===== src/rtl/core/tfrp_pkg.sv =====
// Shared types, character codes and helpers for the text frame record parser.
// No dependencies; used by the channel interfaces and the parser itself.
package tfrp_pkg;

  // Field widths of the request and result
  localparam int unsigned BYTE_W      = 8;
  localparam int unsigned TEXT_W      = 64;
  localparam int unsigned LABEL_LEN_W = 4;
  localparam int unsigned VALUE_LEN_W = 6;

  // Label buffer holds up to eight characters, value buffer up to 32
  localparam int unsigned LABEL_BYTES     = 9;
  localparam int unsigned LABEL_MAX       = LABEL_BYTES - 1;
  localparam int unsigned VALUE_WORDS     = 4;
  localparam int unsigned VALUE_SLOTS     = VALUE_WORDS * (TEXT_W / BYTE_W);
  localparam int unsigned VALUE_BYTES_DEF = 33;

  // Characters of interest
  localparam logic [BYTE_W-1:0] CH_COLON = 8'h3A;
  localparam logic [BYTE_W-1:0] CH_LF    = 8'h0A;
  localparam logic [BYTE_W-1:0] CH_TAB   = 8'h09;
  localparam logic [BYTE_W-1:0] CH_CR    = 8'h0D;
  localparam logic [BYTE_W-1:0] CH_LOW_A = 8'h61;
  localparam logic [BYTE_W-1:0] CH_LOW_Z = 8'h7A;
  localparam logic [BYTE_W-1:0] CASE_GAP = 8'h20;

  // "CHECKSUM", first character in bits 7:0
  localparam logic [TEXT_W-1:0] CSUM_LABEL = 64'h4D55_534B_4345_4843;

  // Result kinds
  localparam logic EV_RECORD    = 1'b0;
  localparam logic EV_FRAME_END = 1'b1;

  typedef enum logic [2:0] {
    PH_IDLE  = 3'd0,
    PH_BEGIN = 3'd1,
    PH_LABEL = 3'd2,
    PH_VALUE = 3'd3,
    PH_CSUM  = 3'd4
  } parse_phase_t;

  // Upper-case a..z, everything else passes
  function automatic logic [BYTE_W-1:0] upcase(input logic [BYTE_W-1:0] c);
    logic [BYTE_W-1:0] r;
    r = c;
    if (c >= CH_LOW_A && c <= CH_LOW_Z) begin
      r = c - CASE_GAP;
    end
    return r;
  endfunction

endpackage


===== src/rtl/core/tfrp_ifs.sv =====
// Valid/ready channel interfaces for the byte request and the parsed result.
// Depends on tfrp_pkg for field widths.
interface tfrp_in_if;
  import tfrp_pkg::*;

  logic              valid;
  logic              ready;
  logic [BYTE_W-1:0] rx_byte;

  modport source (output valid, output rx_byte, input ready);
  modport sink   (input valid, input rx_byte, output ready);
endinterface

interface tfrp_out_if;
  import tfrp_pkg::*;

  logic                   valid;
  logic                   ready;
  logic                   event_kind;
  logic [TEXT_W-1:0]      label_text;
  logic [LABEL_LEN_W-1:0] label_length;
  logic [TEXT_W-1:0]      value_word0;
  logic [TEXT_W-1:0]      value_word1;
  logic [TEXT_W-1:0]      value_word2;
  logic [TEXT_W-1:0]      value_word3;
  logic [VALUE_LEN_W-1:0] value_length;
  logic                   frame_valid;

  modport source (output valid, output event_kind, output label_text,
                  output label_length, output value_word0, output value_word1,
                  output value_word2, output value_word3, output value_length,
                  output frame_valid, input ready);
  modport sink   (input valid, input event_kind, input label_text,
                  input label_length, input value_word0, input value_word1,
                  input value_word2, input value_word3, input value_length,
                  input frame_valid, output ready);
endinterface


===== src/rtl/core/text_frame_record_parser.sv =====
// Text frame record parser: LABEL<tab>VALUE<cr><lf> lines into records.
// Depends on tfrp_pkg and the channel interfaces in tfrp_ifs.sv.
//
// Usage:
//   in_if  carries one raw received byte per request (rx_byte).
//   out_if carries one result per completed line: a record (label and value
//   text, upper-cased and truncated) or, for the CHECKSUM line, a frame end
//   whose frame_valid is set when the 8-bit sum of the frame's bytes is zero.
//   Most bytes produce no result; a line feed ending a line produces one.
// Timing:
//   One byte is taken every cycle while in_if.ready is high. A result appears on
//   out_if in the cycle after the line feed that completes it; the parse state,
//   label and value buffers update at the clock edge that takes the byte.
// Stall:
//   A single result register sits on the output. While it holds a result the
//   receiver has not taken, in_if.ready drops; it rises again in the cycle the
//   result is taken, so a ready receiver sees no gaps.
// Reset:
//   rst_n (synchronous, low) returns the parser to idle, clears the sum and
//   counts and empties the result register. Parsing restarts at the next
//   line feed.
module text_frame_record_parser #(
  parameter int unsigned VALUE_BYTES = tfrp_pkg::VALUE_BYTES_DEF
) (
  input  logic             clk,
  input  logic             rst_n,
  tfrp_in_if.sink          in_if,
  tfrp_out_if.source       out_if
);
  import tfrp_pkg::*;

  localparam int unsigned VAL_MAX = VALUE_BYTES - 1;
  localparam int unsigned VIDX_W  = (VAL_MAX > 1) ? $clog2(VAL_MAX) : 1;

  // Parser state
  parse_phase_t           phase_r, phase_nxt;
  logic [BYTE_W-1:0]      sum_r, sum_nxt;
  logic [LABEL_LEN_W-1:0] label_count_r, label_count_nxt;
  logic [VALUE_LEN_W-1:0] value_count_r, value_count_nxt;
  logic [BYTE_W-1:0]      label_store_r [LABEL_MAX];
  logic [BYTE_W-1:0]      value_store_r [VAL_MAX];

  // Result register
  logic                   out_valid_r;
  logic                   out_kind_r, out_kind_nxt;
  logic [TEXT_W-1:0]      out_label_r, out_label_nxt;
  logic [LABEL_LEN_W-1:0] out_llen_r, out_llen_nxt;
  logic [TEXT_W-1:0]      out_word_r [VALUE_WORDS];
  logic [TEXT_W-1:0]      out_word_nxt [VALUE_WORDS];
  logic [VALUE_LEN_W-1:0] out_vlen_r, out_vlen_nxt;
  logic                   out_fv_r, out_fv_nxt;

  logic                   accept;
  logic                   is_colon_abort;
  logic [BYTE_W-1:0]      c;
  logic [BYTE_W-1:0]      sum_add;
  logic [TEXT_W-1:0]      label_packed;
  logic [TEXT_W-1:0]      label_masked;
  logic [BYTE_W-1:0]      value_bytes [VALUE_SLOTS];
  logic                   emit;
  logic                   label_we;
  logic [2:0]             label_widx;
  logic                   value_we;

  assign accept         = in_if.valid && in_if.ready;
  assign in_if.ready    = !out_valid_r || out_if.ready;
  assign c              = upcase(in_if.rx_byte);
  assign sum_add        = sum_r + in_if.rx_byte;
  assign is_colon_abort = (in_if.rx_byte == CH_COLON) && (phase_r != PH_CSUM);

  // Label buffer packed, and masked to the valid length
  always_comb begin
    for (int i = 0; i < LABEL_MAX; i++) begin
      label_packed[i*BYTE_W +: BYTE_W] = label_store_r[i];
      label_masked[i*BYTE_W +: BYTE_W] =
        (LABEL_LEN_W'(i) < label_count_r) ? label_store_r[i] : '0;
    end
  end

  // Value buffer bytes masked to the valid length, zero past the buffer
  for (genvar g = 0; g < VALUE_SLOTS; g++) begin : g_vbyte
    if (g < VAL_MAX) begin : g_live
      assign value_bytes[g] =
        (VALUE_LEN_W'(g) < value_count_r) ? value_store_r[g] : '0;
    end else begin : g_pad
      assign value_bytes[g] = '0;
    end
  end

  // Next parse phase
  always_comb begin
    phase_nxt = phase_r;
    if (accept) begin
      if (is_colon_abort) begin
        phase_nxt = PH_IDLE;
      end else begin
        unique case (phase_r)
          PH_BEGIN: phase_nxt = PH_LABEL;
          PH_LABEL: begin
            if (c == CH_TAB) begin
              phase_nxt = (label_count_r == LABEL_LEN_W'(LABEL_MAX) &&
                           label_packed == CSUM_LABEL) ? PH_CSUM : PH_VALUE;
            end
          end
          PH_VALUE: if (c == CH_LF) phase_nxt = PH_BEGIN;
          PH_CSUM:  if (c == CH_LF) phase_nxt = PH_IDLE;
          default:  if (c == CH_LF) phase_nxt = PH_BEGIN;
        endcase
      end
    end
  end

  // Datapath controls: sum, counts, buffer writes, result
  always_comb begin
    sum_nxt         = sum_r;
    label_count_nxt = label_count_r;
    value_count_nxt = value_count_r;
    label_we        = 1'b0;
    label_widx      = label_count_r[2:0];
    value_we        = 1'b0;
    emit            = 1'b0;
    out_kind_nxt    = EV_RECORD;
    out_label_nxt   = label_masked;
    out_llen_nxt    = label_count_r;
    out_vlen_nxt    = value_count_r;
    out_fv_nxt      = 1'b0;
    for (int w = 0; w < VALUE_WORDS; w++) begin
      for (int b = 0; b < TEXT_W / BYTE_W; b++) begin
        out_word_nxt[w][b*BYTE_W +: BYTE_W] = value_bytes[w*(TEXT_W/BYTE_W) + b];
      end
    end
    if (accept) begin
      if (is_colon_abort) begin
        sum_nxt = '0;
      end else begin
        if (phase_r == PH_BEGIN || phase_r == PH_LABEL ||
            phase_r == PH_VALUE || phase_r == PH_CSUM) begin
          sum_nxt = sum_add;
        end
        unique case (phase_r)
          PH_BEGIN: begin
            label_we        = 1'b1;
            label_widx      = '0;
            label_count_nxt = LABEL_LEN_W'(1);
          end
          PH_LABEL: begin
            if (c == CH_TAB) begin
              value_count_nxt = '0;
            end else if (label_count_r < LABEL_LEN_W'(LABEL_MAX)) begin
              label_we        = 1'b1;
              label_count_nxt = label_count_r + 1'b1;
            end
          end
          PH_VALUE: begin
            if (c == CH_LF) begin
              emit = 1'b1;
            end else if (c != CH_CR && value_count_r < VALUE_LEN_W'(VAL_MAX)) begin
              value_we        = 1'b1;
              value_count_nxt = value_count_r + 1'b1;
            end
          end
          PH_CSUM: begin
            if (c == CH_LF) begin
              emit          = 1'b1;
              out_kind_nxt  = EV_FRAME_END;
              out_label_nxt = '0;
              out_llen_nxt  = '0;
              out_vlen_nxt  = '0;
              out_fv_nxt    = (sum_add == '0);
              for (int w = 0; w < VALUE_WORDS; w++) begin
                out_word_nxt[w] = '0;
              end
            end
          end
          default: if (c == CH_LF) sum_nxt = '0;
        endcase
      end
    end
  end

  // Control registers
  always_ff @(posedge clk) begin
    if (!rst_n) begin
      phase_r       <= PH_IDLE;
      sum_r         <= '0;
      label_count_r <= '0;
      value_count_r <= '0;
      out_valid_r   <= 1'b0;
    end else begin
      phase_r       <= phase_nxt;
      sum_r         <= sum_nxt;
      label_count_r <= label_count_nxt;
      value_count_r <= value_count_nxt;
      if (emit) begin
        out_valid_r <= 1'b1;
      end else if (out_if.ready) begin
        out_valid_r <= 1'b0;
      end
    end
  end

  // Text buffers
  always_ff @(posedge clk) begin
    if (label_we) begin
      label_store_r[label_widx] <= c;
    end
    if (value_we) begin
      value_store_r[value_count_r[VIDX_W-1:0]] <= c;
    end
  end

  // Result payload
  always_ff @(posedge clk) begin
    if (emit) begin
      out_kind_r  <= out_kind_nxt;
      out_label_r <= out_label_nxt;
      out_llen_r  <= out_llen_nxt;
      out_vlen_r  <= out_vlen_nxt;
      out_fv_r    <= out_fv_nxt;
      for (int w = 0; w < VALUE_WORDS; w++) begin
        out_word_r[w] <= out_word_nxt[w];
      end
    end
  end

  assign out_if.valid        = out_valid_r;
  assign out_if.event_kind   = out_kind_r;
  assign out_if.label_text   = out_label_r;
  assign out_if.label_length = out_llen_r;
  assign out_if.value_word0  = out_word_r[0];
  assign out_if.value_word1  = out_word_r[1];
  assign out_if.value_word2  = out_word_r[2];
  assign out_if.value_word3  = out_word_r[3];
  assign out_if.value_length = out_vlen_r;
  assign out_if.frame_valid  = out_fv_r;

endmodule


===== src/flat_wrapper.sv =====
// flat-port wrapper written by rule: the top's interface ports become plain ports
module text_frame_record_parser_flat import tfrp_pkg::*;
#(
  parameter int unsigned VALUE_BYTES = tfrp_pkg::VALUE_BYTES_DEF
)
  (clk, rst_n, in_if_valid, in_if_rx_byte, in_if_ready, out_if_valid, out_if_event_kind, out_if_label_text, out_if_label_length, out_if_value_word0, out_if_value_word1, out_if_value_word2, out_if_value_word3, out_if_value_length, out_if_frame_valid, out_if_ready);
  tfrp_in_if in_if_i ();
  tfrp_out_if out_if_i ();
  input  logic clk;
  input  logic rst_n;
  input wire logic [$bits(in_if_i.valid)-1:0] in_if_valid;
  input wire logic [$bits(in_if_i.rx_byte)-1:0] in_if_rx_byte;
  output wire logic [$bits(in_if_i.ready)-1:0] in_if_ready;
  output wire logic [$bits(out_if_i.valid)-1:0] out_if_valid;
  output wire logic [$bits(out_if_i.event_kind)-1:0] out_if_event_kind;
  output wire logic [$bits(out_if_i.label_text)-1:0] out_if_label_text;
  output wire logic [$bits(out_if_i.label_length)-1:0] out_if_label_length;
  output wire logic [$bits(out_if_i.value_word0)-1:0] out_if_value_word0;
  output wire logic [$bits(out_if_i.value_word1)-1:0] out_if_value_word1;
  output wire logic [$bits(out_if_i.value_word2)-1:0] out_if_value_word2;
  output wire logic [$bits(out_if_i.value_word3)-1:0] out_if_value_word3;
  output wire logic [$bits(out_if_i.value_length)-1:0] out_if_value_length;
  output wire logic [$bits(out_if_i.frame_valid)-1:0] out_if_frame_valid;
  input wire logic [$bits(out_if_i.ready)-1:0] out_if_ready;
  assign in_if_i.valid = in_if_valid;
  assign in_if_i.rx_byte = in_if_rx_byte;
  assign in_if_ready = in_if_i.ready;
  assign out_if_valid = out_if_i.valid;
  assign out_if_event_kind = out_if_i.event_kind;
  assign out_if_label_text = out_if_i.label_text;
  assign out_if_label_length = out_if_i.label_length;
  assign out_if_value_word0 = out_if_i.value_word0;
  assign out_if_value_word1 = out_if_i.value_word1;
  assign out_if_value_word2 = out_if_i.value_word2;
  assign out_if_value_word3 = out_if_i.value_word3;
  assign out_if_value_length = out_if_i.value_length;
  assign out_if_frame_valid = out_if_i.frame_valid;
  assign out_if_i.ready = out_if_ready;
  text_frame_record_parser #(.VALUE_BYTES(VALUE_BYTES)) u_core (.clk(clk), .rst_n(rst_n), .in_if(in_if_i), .out_if(out_if_i));
endmodule

===== config.mk =====
export PLATFORM = sky130hd
export DESIGN_NAME = text_frame_record_parser_flat
export DESIGN_NICKNAME = d
export VERILOG_FILES = /design/src/rtl/core/tfrp_pkg.sv /design/src/rtl/core/tfrp_ifs.sv /design/src/rtl/core/text_frame_record_parser.sv /design/src/flat_wrapper.sv
export SDC_FILE = /design/constraint.sdc
export NUM_CORES = 1
export LEC_CHECK = 0
export ABC_CLOCK_PERIOD_IN_PS = 29200
export BUFFER_PORTS_ARGS = -buffer_cell sky130_fd_sc_hd__buf_2
export CAP_MARGIN = 15
export CELL_PAD_IN_SITES_DETAIL_PLACEMENT = 2
export CELL_PAD_IN_SITES_GLOBAL_PLACEMENT = 2
export CORE_MARGIN = 2
export CORE_UTILIZATION = 38
export CTS_CLUSTER_DIAMETER = 80
export CTS_CLUSTER_SIZE = 10
export DETAILED_ROUTE_END_ITERATION = 10
export PLACE_DENSITY = 0.73
export RECOVER_POWER = 25
export SETUP_SLACK_MARGIN = 0.3
export SLEW_MARGIN = 40
export SYNTH_ARGS = -nofsm -noshare
export SYNTH_HDL_FRONTEND = slang
export SYNTH_SLANG_ARGS = --single-unit

===== constraint.sdc =====
create_clock -name clk -period 29.2 [get_ports clk]
set_input_delay 1.46 -clock clk [delete_from_list [all_inputs] [get_ports clk]]
set_output_delay 1.46 -clock clk [all_outputs]
set_load 0.01 [all_outputs]

After elaboration in Yosys (flattened, before gate mapping). Memories as Yosys holds them, arrays and structs flattened. Index checks and enable logic that the tools add are counted. Widths: inputs -> output; s select.

Flip-flop bits (word level): 98. Memory bits (writable): 576. Input port bits: 12. Output and inout bits: 334. Word-level logic and storage cells: 204. Memories: 3.

Memories: u_core.out_word_r (words 4, width 64, rd ports 4, clocked after Yosys merged registers in 0, write ports 4, RTL line text_frame_record_parser.sv:48) `logic [TEXT_W-1:0] out_word_r [VALUE_WORDS];`; u_core.value_store_r (words 32, width 8, rd ports 32, clocked after Yosys merged registers in 0, write ports 1, RTL line text_frame_record_parser.sv:41) `logic [BYTE_W-1:0] value_store_r [VAL_MAX];`; u_core.label_store_r (words 8, width 8, rd ports 8, clocked after Yosys merged registers in 0, write ports 1, RTL line text_frame_record_parser.sv:40) `logic [BYTE_W-1:0] label_store_r [LABEL_MAX];`.

Add/sub/neg operators: 4. Order comparisons: 44. Equality and inequality tests: 18. Muxes and demuxes: 99. Bitwise gates (word level): 4. Reduce and logical (&&, ||, !) cells: 22.

Operator list (number): $mux 256 (4); $mux 8 (45); $mux 64 (4); $lt 5x6->1 const A (16); $eq 64x63->1 const B (1); $lt 4x6->1 const A (8); $mux 6 (7); $lt 3x6->1 const A (4); $mux 3 (8); $mux 4 (6); $mux 1 (21); $eq 8x4->1 const B (2); $lt 3x4->1 const A (4); $lt 1x6->1 const A (2); $lt 2x6->1 const A (2); $pmux 6 s2 (1); $pmux 3 s3 (1); $add 8x8->8 (1); $eq 8x6->1 const B (1); $ge 8x7->1 const B (1); $le 8x7->1 const B (1); $logic_not 8->1 (1); $lt 1x4->1 const A (2); $lt 2x4->1 const A (2); 28 further kinds (46).

Depth between registers and ports, before layout. Gate-level depths: netlist (run 1).

Depth in word-level cells: 12. Mapped depth: 11. Depth with buffers taken out: 9.

Least setup slack after synthesis (run 1). Ideal clock, no wire load.

Kind: input to register. From: in in_if_rx_byte[7]. To: reg u_core.out_kind_r (netlist: u_core.out_if.event_kind) (enable). Data arrival time: 26.665 ns. Data required time: 27.682 ns. Setup slack: 1.017 ns. Cell stages on the path: 4. Buffers on the path: 0. Cell sequence: or4b_4 -> nor4b_4 -> nand2_1 -> a211oi_1.

Longest elaborated chain between the ends: 8.

Ends and longest elaborated chain: from (decl) (RTL line flat_wrapper.sv:12) `input wire logic [$bits(in_if_i.rx_byte)-1:0] in_if_rx_byte;`; $ge 8x7->1 or $le 8x7->1 (tied branches) (RTL line tfrp_pkg.sv:46) `if (c >= CH_LOW_A && c <= CH_LOW_Z) begin`; $logic_and 1x1->1 (RTL line tfrp_pkg.sv:46); $mux 8 (RTL line tfrp_pkg.sv:46); $eq 8x4->1 (RTL line text_frame_record_parser.sv:155, text_frame_record_parser.sv:163); $mux 1 (RTL line text_frame_record_parser.sv:155, text_frame_record_parser.sv:163); $mux 1; $mux 1 * (RTL line text_frame_record_parser.sv:133) `if (is_colon_abort) begin`; $mux 1 * (RTL line text_frame_record_parser.sv:132) `if (accept) begin`; via u_core.emit (RTL line text_frame_record_parser.sv:60) `logic emit;`; to (signal assigned) (RTL line text_frame_record_parser.sv:215) `out_kind_r <= out_kind_nxt;`; to (decl) (RTL line text_frame_record_parser.sv:45) `logic out_kind_r, out_kind_nxt;`.

Mark *: on every way through the listed nets, which the timed path passes. The rest lies on a longest branch. A chain may end at the register's enable or synchronous reset.

Worst setup path in the final report (run 1).
From: in in_if_rx_byte[3]. To: mem u_core.value_store_r[9][5] (enable).

Longest elaborated chain between the ends: 12.

Ends and longest elaborated chain: $ge 8x7->1 or $le 8x7->1 (tied branches) (RTL line tfrp_pkg.sv:46); $logic_and 1x1->1 (RTL line tfrp_pkg.sv:46); $mux 8 (RTL line tfrp_pkg.sv:46); $ne 8x4->1 (RTL line text_frame_record_parser.sv:157) `end else if (c != CH_CR && value_count_r < VALUE_LEN_W'(VAL_MAX)) begin`; $logic_and 1x1->1 (RTL line text_frame_record_parser.sv:157); $mux 1 (RTL line text_frame_record_parser.sv:157); $mux 1 (RTL line text_frame_record_parser.sv:155) `if (c == CH_LF) begin`; $mux 1 (RTL line text_frame_record_parser.sv:140) `unique case (phase_r)`; $mux 1 * (RTL line text_frame_record_parser.sv:133); $mux 1 * (RTL line text_frame_record_parser.sv:132); $mux 1 * (RTL line text_frame_record_parser.sv:207) `if (value_we) begin`; $mux 1 (not written as such) * (RTL line text_frame_record_parser.sv:208) `value_store_r[value_count_r[VIDX_W-1:0]] <= c;`; to (decl) (RTL line text_frame_record_parser.sv:41).

Mark *: on every way between the ends. The rest lies on a longest branch, timed or not.

==> results of run 1 <==
[how the worst min path moves through the flow]
stage,end,slack (ns),cells after the start
2_1_floorplan,u_core.sum_r[0]$_SDFFE_PN0P_,0.45,1
3_3_place_gp,u_core.sum_r[0]$_SDFFE_PN0P_,0.47,1
3_5_place_dp,u_core.sum_r[4]$_SDFFE_PN0P_,0.47,1
4_1_cts,u_core.sum_r[4]$_SDFFE_PN0P_,0.49,1
5_1_grt,u_core.sum_r[3]$_SDFFE_PN0P_,0.53,1
6_report,u_core.sum_r[4]$_SDFFE_PN0P_,0.49,1
[layer usage]
layer  vias up  wire [um]  part of all wire  GRT usage
li1       6041          -                 -          -
met1      7248      29800              0.40      0.271
met2       394      39500              0.53      0.402
met3       120       3150             0.042     0.0325
met4         0       2220             0.030     0.0779
met5         -          0                 0          0
[logic make-up after synthesis]
| group | after synthesis | synth area share |
|---|---|---|
| DFF | 674 | 0.816 |
| buffers and inverters | 51 | 0.00944 |
| xor gates and xnor gates | 9 | 0.00378 |
| and+or+nand+nor | 536 | 0.131 |
| muxes | 1 | 0.000408 |
| AOI/OAI and AO/OA | 105 | 0.0309 |
| adders and majority gates | 15 | 0.00796 |
[power breakdown]
part / internal [mW] / total, mW / leakage (nW) / switching [mW]
logic: 0.00375 / 0.0225 / 2.84 / 0.0188
registers: 1.05 / 1.05 / 6.63 / 0.000129
clock network: 0.499 / 0.864 / 1.05 / 0.365
total: 1.56 / 1.94 / 10.5 / 0.383
[layout by cell type, fill, tap and decap left out, types with 3 or more instances in the layout]
master | Yosys | final
nor2b_1 | 3 | 3
nor3b_1 | 4 | 4
and3_1 | 33 | 33
inv_1 | 18 | 18
o21a_1 | 5 | 5
nor2_2 | 12 | 14
o21ai_0 | 12 | 11
nor4_1 | 7 | 7
clkbuf_16 | 0 | 82
o22ai_1 | 5 | 5
edfxtp_1 | 652 | 652
a211oi_1 | 4 | 3
and2_1 | 293 | 293
a22o_1 | 7 | 7
buf_2 | 4 | 128
nor4bb_1 | 12 | 12
o211ai_1 | 4 | 4
and4b_1 | 3 | 3
nand2_1 | 34 | 34
nor2_1 | 67 | 64
nand3_1 | 15 | 15
a31oi_1 | 4 | 3
buf_4 | 0 | 13
nor4b_1 | 10 | 9
nand3b_1 | 7 | 7
ha_1 | 14 | 14
clkbuf_1 | 22 | 234
a21o_1 | 3 | 3
xnor2_1 | 7 | 7
a21oi_1 | 20 | 20
nor3_1 | 8 | 6
nand4_1 | 10 | 10
buf_6 | 4 | 3
o41ai_1 | 3 | 3
dfxtp_1 | 22 | 20
o311ai_0 | 3 | 3
a21oi_2 | 15 | 15
or3_1 | 6 | 6
[cell type report]
type                       count  area (um2)  share of cell area
timing repair buffer         368        1640              0.0559
antenna                        1        2.50           0.0000854
clock buffer                  94        2100              0.0715
tap                          855        1070              0.0365
inverter                      20        80.1             0.00273
multi-input combinational    666        4350               0.149
sequential                   674       20000               0.683
clock inverter                 4        46.3             0.00158
[worst max-delay path: cells and delay by family]
kind | cells | cell delay [ns]
AO/OA/AOI/OAI | 2 | 0.61
buffers and inverters | 2 | 2.34
AND/OR/NAND/NOR | 4 | 2.26
[registers in the layout, indices dropped and copies added (netlist names)]
signal	cells
u_core.out_word_r	256
u_core.value_store_r	256
u_core.label_store_r	64
u_core.out_if.label_text	64
u_core.sum_r	8
u_core.out_if.value_length	6
u_core.value_count_r	6
u_core.label_count_r	4
u_core.out_if.label_length	4
u_core.phase_r	3
u_core.out_if.event_kind	1
u_core.out_if.frame_valid	1
u_core.out_if.valid	1
[per-stage QoR]
| step | total power, mW | worst slack, ns | cell area [um2] |
|---|---|---|---|
| 6_report | 1.94 | 22.69 | 29300 |
| 5_1_grt | 1.99 | 22.32 | 29300 |
| 4_1_cts | 1.96 | 23.90 | 29500 |
| 3_5_place_dp | 1.10 | 23.32 | 27400 |
| 3_3_place_gp | 1.09 | 23.71 | 27400 |
| 2_1_floorplan | 1.08 | 1.02 | 24500 |
==> run metrics, run 1 <==
status=finished, violations left; violated checks=capacitance limit, slew limit; most used cell, CP=nand2_1; Worst setup endpoint=u_core.value_store_r[9][5]$_DFFE_PP_; Worst-Margin Slew=3.24 ns; Final TNS setup=0 ns; pwr dens=66.2 nW/um2; predominant post-synthesis flop cell=edfxtp_1; Root Buffer=clkbuf_16; min cycle time layout=6.51 ns; DR iter-0 viols=921; CP Launch Point=in_if_rx_byte[3]; Max-Cap Viols=5; synth cell count leaders=edfxtp_1, and2_1, nor2_1, nand2_1, and3_1; WS Path Type=in -> reg; Setup crit end kind=flop; CTS tree=done; Min-Delay Startpoint=u_core.sum_r[4]$_SDFFE_PN0P_; hold slack final=0.490 ns; Req. time, crit path=29.42 ns; crit path cell chain=buf_2, clkbuf_1, nand2_1, o221ai_1, o31ai_1, nor4b_2, nand2_1, nor2_1; Synth Instances=1,391; largest net degree at the start of global routing=89; CTS Sinks=674; Die ar.=66,600 um2; Via density=5.15; post-route insts no fill=2,682; Mapped Avg Cell Area=17.6 um2; Syn. warnings=0; Synthesized Nets=1,418; FF-to-FF End=u_core.value_store_r[9][5]$_DFFE_PP_; CORE AREA=64,100 um2; Vert. Die Dim=258 um; Mapped Area=24,500 um2; Tcrit/Tclk final=0.223; register area share after synthesis=0.816; R2R Setup Slk=25.47 ns; DR WL/cell=27.9 um; Layout Nets=1,834; Core Rows=93; headroom to the max-slew limit=-1.16; vias in the first global route=15,134; Post-synth EDFFs=652; antenna-violating nets left=0; Synth Register Bits=674; WL final=74,700 um; max incr delay on CP=2.27 ns; crit start category=input port; first-pass GRT wire length=107,000 um; Inst Count DP=2,582; worst r2r src=u_core.phase_r[2]$_SDFFE_PN0P_; Synth top area share=0.798; count of final hold-check violations=0; post-synth cell types=66; synthesis-to-layout area growth=19.5%; hold crit path type=reg -> reg; slowest stage cell, crit path=clkbuf_1; Fill cells=6,166; top post-synthesis cells by area=edfxtp_1, and2_1, dfxtp_1, nor2_1, and3_1; Top Ports=346; Port Buffer Count=345; CTS Hold Bufs=0; final slew viol count=222; via count=13,803; cts bufs inserted=77; top-count cell post-synth=edfxtp_1; R2R depth=5; max frequency=154 MHz; Bufs on Longest Clock Path=3; Placer Congestion=0.816; fraction of layout instances using a drive strength above 1=0.153; postcts setup bufs=0; H-tree level count=3; Post-synth ARST share=0; initial antenna violation count=0; Clock Latency Late Sink=0.62 ns; Leak=10.5 nW; DRC Markers=0; DP Wirelength=51,500 um; total grt overflow=0; post_cts resized=0; RSZ-0062 raised after global routing=false; CTS clk-pin slew, worst paths=0.06 ns; cell taking the most area after synthesis=edfxtp_1; DRT Pass-1 Iters=5; Peak VDD IR=0.0403 mV; skew final=0.0330 ns; Arr. time, crit path=6.73 ns; Final setup viols=0; Starting Density=0.382; die width=258 um; Final Util=0.457; CP Max Fanout=46; GRT Overall Usage=0.222
No activity file was read; power rests on OpenSTA's default activity.
==> run 2: changes to the inputs <==
ABC_CLOCK_PERIOD_IN_PS = 6700   (was 29200)
CORE_UTILIZATION = 42   (was 38)
PLACE_DENSITY = 0.76   (was 0.73)
clock period = 6.7 ns   (was 29.2 ns; I/O delays follow)
==> run metrics, run 2 (same netlist as run 1, synthesis figures left out) <==
status=finished, violations left; violated checks=capacitance limit, slew limit; post-route insts no fill=2,619 (-2.3%); final slew viol count=147 (-34%); Worst-Margin Slew=2.60 ns (-0.645 ns); Placer Congestion=0.814 (-0.17%); fraction of layout instances using a drive strength above 1=0.150 (-0.00331); DRC Markers=0 (unchanged); crit start category=input port; WHS Path Cells=3 (+2); hold crit path type=in -> reg; CTS clk-pin slew, worst paths=0.05 ns (about the same); Clock Latency Late Sink=0.61 ns (about the same); synthesis-to-layout area growth=19.4% (about the same); CTS Hold Bufs=0 (unchanged); Tcrit/Tclk final=0.765; Inst Count DP=2,493 (-3.4%); Peak VDD IR=0.216 mV (+440%); commonest non-fill, non-tap cell in the layout=edfxtp_1; pwr dens=291 nW/um2 (+340%); setup ws final=1.58 ns (-21.11 ns); Arr. time, crit path=5.64 ns (-1.09 ns); Core Rows=88 (-5.4%); Root Buffer=clkbuf_16; via count=14,213 (+3.0%); GRT Overall Usage=0.271 (+0.0483); max incr delay on CP=1.70 ns (-0.57 ns); Setup crit end kind=flop; Die ar.=60,300 um2 (-9.4%); Req. time, crit path=7.21 ns (-22.21 ns); Via density=5.43 (+5.4%); Min-Delay Startpoint=out_if_ready; vias in the first global route=15,559 (+2.8%); Final TNS setup=0 ns (unchanged); Top Ports=346 (unchanged); min cycle time layout=5.12 ns; CTS Sinks=674 (unchanged); DRT Pass-1 Iters=5 (unchanged); Hold Path End=u_core.out_if.valid$_SDFFE_PN0P_; Final setup viols=0 (unchanged); slowest stage cell, crit path=clkbuf_1; FF-to-FF End=u_core.value_store_r[20][7]$_DFFE_PP_; RSZ-0062 raised after global routing=false; WS Path Type=in -> reg; max frequency=195 MHz; R2R Setup Slk=2.88 ns (-22.59 ns); CTS tree=done; Vert. Die Dim=246 um (-4.8%); hold slack final=0.0777 ns (-0.413 ns); skew final=0.0284 ns (-0.00459 ns); total grt overflow=0 (unchanged); count of final hold-check violations=0 (unchanged); DR iter-0 viols=1,137 (+23%); Port Buffer Count=345 (unchanged); Leak=10.6 nW (+0.35%); Post-DP Area=27,300 um2 (-0.27%); CP Max Fanout=27 (-41%); headroom to the max-slew limit=-0.733 (+0.430); Final Util=0.508 (+0.0504); WL final=81,900 um (+9.7%); DR WL/cell=31.3 um (+12%); antenna-violating nets left=0 (unchanged); dpl ws=2.09 ns (-21.23 ns); Layout Nets=1,835 (+0.055%); initial antenna violation count=3 (+3); Max-Cap Viols=5 (unchanged); postcts setup bufs=0 (unchanged); R2R depth=5 (unchanged); fin area=29,300 um2 (about the same); post-layout power=8.53 mW (+340%); DP Wirelength=56,000 um (+8.7%); most used cell, CP=clkbuf_1; first-pass GRT wire length=115,000 um (+7.6%); worst r2r src=u_core.value_count_r[5]$_SDFFE_PN0P_; commonest non-fill, non-tap cells in the layout=edfxtp_1, and2_1, clkbuf_1; cts bufs inserted=77 (unchanged); CORE AREA=57,700 um2 (-10%); largest net degree at the start of global routing=107 (+20%); crit path cell chain=clkbuf_1, clkbuf_1, ha_1, o21ai_0, o21bai_1, a2111oi_1, nor3_1, or4b_2, o211ai_1; post_cts resized=0 (unchanged); Bufs on Longest Clock Path=3 (unchanged); Starting Density=0.425 (+0.0426); H-tree level count=3 (unchanged); die width=246 um (-4.8%)
-- run 2: area by class of cell --
class / instances / area (um2)
fillers: 5424 / 28400
flip-flops and latches: 674 / 20000
multi-input cells: 666 / 4360
clock buffers: 123 / 2180
repair buffers: 369 / 1670
well taps: 765 / 957
inverters: 20 / 80.1
clock inverters: 1 / 8.76
diodes: 1 / 2.50
-- run 2: critical path, delay by kind of cell --
family,cells,cell delay (ns)
adders and majority gates,1,0.52
and+or+nand+nor,2,0.80
AOI/OAI and AO/OA,4,1.05
buffers and inverters,2,2.89
-- run 2: how the worst max path moves through the flow --
stage	from	endpoint	slack, ns	depth (start not counted)
after floorplan	in_if_rx_byte[7]	u_core.out_if.event_kind$_SDFFCE_PP0P_	-3.49	4
after global placement	in_if_rx_byte[3]	u_core.value_store_r[28][6]$_DFFE_PP_	2.47	7
after detailed placement	in_if_rx_byte[3]	u_core.value_store_r[24][6]$_DFFE_PP_	2.09	7
after CTS	u_core.value_count_r[5]$_SDFFE_PN0P_	u_core.value_store_r[17][2]$_DFFE_PP_	2.48	5
after global routing	in_if_rx_byte[4]	u_core.value_store_r[20][7]$_DFFE_PP_	1.42	7
final	in_if_rx_byte[3]	u_core.sum_r[7]$_SDFFE_PN0P_	1.58	9
-- run 2: per-layer routing --
layer | up-vias | track usage | part of all wire
met4 | 4 | 0.104 | 0.037
li1 | 6050 | - | -
met1 | 7445 | 0.323 | 0.38
met2 | 549 | 0.487 | 0.53
met5 | - | 0 | 0.00029
met3 | 165 | 0.0465 | 0.047
-- run 2: power breakdown --
group / total (mW) / internal [mW] / switching, mW
combinational: 0.110 / 0.0177 / 0.0920
clock: 3.83 / 2.21 / 1.62
sequential: 4.59 / 4.59 / 0.000635
total: 8.53 / 6.82 / 1.71
==> run 3: changes to the inputs <==
ABC_AREA = 1   (was not set)
ABC_CLOCK_PERIOD_IN_PS = 5000   (was 6700)
CORE_UTILIZATION = 40   (was 42)
clock period = 5 ns   (was 6.7 ns; I/O delays follow)
==> run metrics, run 3 <==
post-route insts no fill=3,127 (+19%); DR WL/cell=27.1 um (-13%); Hold Path End=u_core.out_if.valid$_SDFFE_PN0P_; Top Ports=346 (unchanged); post-synthesis compound-gate area fraction=0.0225 (-0.00836); CTS Sinks=674 (unchanged); register area share after synthesis=0.785 (-0.0317); CTS clk-pin slew, worst paths=0.06 ns (about the same); H-tree level count=3 (unchanged); min cycle time layout=4.00 ns; pwr dens=393 nW/um2 (+35%); crit path cell chain=buf_2, clkbuf_1, ha_1, nand2_1, nand2_1, a21oi_1, xor2_1, nand4_1, nor3_1; Placer Congestion=0.801 (-1.6%); first-pass GRT wire length=124,000 um (+8.1%); Via density=5.18 (-4.5%); largest net degree at the start of global routing=109 (+1.9%); final slew viol count=99 (-33%); post-synthesis mux area share=0 (-0.000408); Root Buffer=clkbuf_16; Post-synth EDFFs=652 (unchanged); worst r2r src=u_core.phase_r[2]$_SDFFE_PN0P_; post-layout power=11.9 mW (+40%); total grt overflow=0 (unchanged); max frequency=250 MHz; postcts setup bufs=0 (unchanged); fraction of layout instances using a drive strength above 1=0.125 (-0.0255); skew final=0.0308 ns (+0.00238 ns); Tcrit/Tclk final=0.800; DRC Markers=0 (unchanged); synthesis-to-layout area growth=18.9%; headroom to the max-slew limit=-1.16 (-0.432); Final Util=0.481 (-0.0268); vias in the first global route=17,995 (+16%); CORE AREA=63,100 um2 (+9.3%); Synth Instances=1,856 (+33%); commonest non-fill, non-tap cells in the layout=edfxtp_1, inv_1, nand3_1; Worst-Margin Slew=3.25 ns (+0.647 ns); commonest non-fill, non-tap cell in the layout=edfxtp_1; most used cell, CP=nand2_1; WL final=84,800 um (+3.5%); xor/xnor share of the synthesized area=0.00206 (-0.00172); R2R Setup Slk=1.73 ns (-1.15 ns); Req. time, crit path=5.39 ns (-1.82 ns); count of final hold-check violations=0 (unchanged); largest family of logic cells by synthesized area=simple AND/OR/NAND/NOR gates; Port Buffer Count=345 (unchanged); synth cell count leaders=edfxtp_1, inv_1, nand3_1, nand2_1, nor2_1; Arr. time, crit path=4.39 ns (-1.25 ns); via count=16,203 (+14%); die width=257 um (+4.4%); CTS tree=done; Synthesized Nets=1,883 (+33%); Leak=12.4 nW (+17%); Syn. warnings=0 (unchanged); top post-synthesis cells by area=edfxtp_1, inv_1, nand3_1, nand2_1, dfxtp_1; CP Max Fanout=41 (+52%); WS Path Type=in -> reg; Die ar.=65,800 um2 (+9.1%); Mapped Area=25,500 um2 (+4.0%); Vert. Die Dim=257 um (+4.4%); Inst Count DP=3,014 (+21%); crit start category=input port; Core Rows=92 (+4.5%); hold crit path type=in -> reg; DR iter-0 viols=1,232 (+8.4%); Post-synth ARST share=0 (unchanged); adder-cell share of the synthesized area=0.00765 (-0.000309); Synth Area in Simple Gates=0.110 (-0.0211); Max-Cap Viols=3 (-2); initial antenna violation count=2 (-1); top-count cell post-synth=edfxtp_1; Min-Delay Startpoint=out_if_ready; Clock Latency Late Sink=0.63 ns (+0.02 ns); status=finished, violations left; Mapped Avg Cell Area=13.7 um2 (-22%); slowest stage cell, crit path=clkbuf_1; Layout Nets=2,275 (+24%); Starting Density=0.404 (-0.0206); hold slack final=0.138 ns (+0.0603 ns); post-synth cell types=36 (-45%); Peak VDD IR=0.286 mV (+32%); GRT Overall Usage=0.257 (-0.0140); cell taking the most area after synthesis=edfxtp_1; Final setup viols=0 (unchanged); FF-to-FF End=u_core.value_store_r[7][0]$_DFFE_PP_; DRT Pass-1 Iters=5 (unchanged); DP Wirelength=56,100 um (+0.33%); fin area=30,300 um2 (+3.6%); cts bufs inserted=77 (unchanged); max incr delay on CP=2.32 ns (+0.62 ns); RSZ-0062 raised after global routing=false; R2R depth=8 (+3); Post-DP Area=28,400 um2 (+3.9%); WHS Path Cells=4 (+1); Synth top area share=0.767 (-0.0310); Setup crit end kind=flop; violated checks=capacitance limit, slew limit; antenna-violating nets left=0 (unchanged); predominant post-synthesis flop cell=edfxtp_1; Synth Register Bits=674 (unchanged); Bufs on Longest Clock Path=3 (unchanged)
[run 3: cell types whose count changed after synthesis, moves of 10 or more]
| cell | change |
|---|---|
| nand4_1 | +14 |
| buf_2 | +26 |
| a21oi_1 | +11 |
| nand3_1 | +244 |
| nand2_1 | +104 |
| o2111ai_1 | +23 |
| nand3b_1 | +23 |
| nor4bb_1 | -12 |
| nor2_1 | +45 |
| nor4b_1 | -10 |
| inv_1 | +394 |
| a21oi_2 | -14 |
| and3_1 | -33 |
| and2_1 | -293 |
[run 3: what timing repair did]
action / 4_1_cts / 5_1_grt
endpoints found under the hold margin: 9 / 0
hold buffers: 1 / 0
gates resized for setup: 0 / 0
[run 3: report_power, final]
| group | leakage, nW | switching [mW] | internal [mW] |
|---|---|---|---|
| registers | 5.84 | 0.0235 | 6.21 |
| logic | 5.47 | 0.451 | 0.135 |
| clock network | 1.04 | 2.19 | 2.90 |
| total | 12.4 | 2.67 | 9.25 |
[run 3: worst max-delay path by stage]
| stage | start | slack (ns) | end | cells after the start |
|---|---|---|---|---|
| finish | in_if_rx_byte[4] | 1.0 | u_core.out_if.frame_valid$_SDFFCE_PP0P_ | 9 |
| global placement | in_if_rx_byte[0] | 1.40 | u_core.value_store_r[7][3]$_DFFE_PP_ | 10 |
| floorplan | in_if_rx_byte[6] | -1.71 | u_core.out_if.event_kind$_SDFFCE_PP0P_ | 11 |
| CTS | u_core.phase_r[2]$_SDFFE_PN0P_ | 1.64 | u_core.value_store_r[7][0]$_DFFE_PP_ | 8 |
| detailed placement | in_if_rx_byte[0] | 1.13 | u_core.value_store_r[7][3]$_DFFE_PP_ | 10 |
| global route | in_if_rx_byte[4] | 0.84 | u_core.out_if.frame_valid$_SDFFCE_PP0P_ | 9 |
[run 3: logic make-up after synthesis]
kind of cell             after synthesis
AO/OA/AOI/OAI                         88
XOR/XNOR                               6
adder cells (fa/ha/maj)               15
buffers and inverters                479
flip-flops                           674
AND/OR/NAND/NOR                      594
[run 3: cell type report]
type | instances | area (um2)
multi-input cells | 703 | 3700
clock inverters | 4 | 58.8
inverters | 423 | 1610
flip-flops and latches | 674 | 20000
repair buffers | 369 | 1780
well taps | 846 | 1060
diodes | 1 | 2.50
clock buffers | 107 | 2100
fillers | 6296 | 32800
[run 3: metal layers]
metal,wire length (um),track usage
met5,0,0
met4,1940,0.0686
met3,3600,0.0386
met2,46000,0.476
met1,33300,0.310
[run 3: through the flow]
stage | worst slack (ns) | setup TNS [ns]
finish | 0.999 | 0
global route | 0.843 | 0
CTS | 1.64 | 0
detailed placement | 1.13 | 0
global placement | 1.40 | 0
floorplan | -1.71 | -567.22
[run 3: worst max-delay path: cells and delay by family]
kind	cells	cell delay, ns
adders and majority gates	1	0.60
xor gates and xnor gates	1	0.27
AOI/OAI and AO/OA	1	0.15
buffers and inverters	2	2.52
and+or+nand+nor	4	0.59
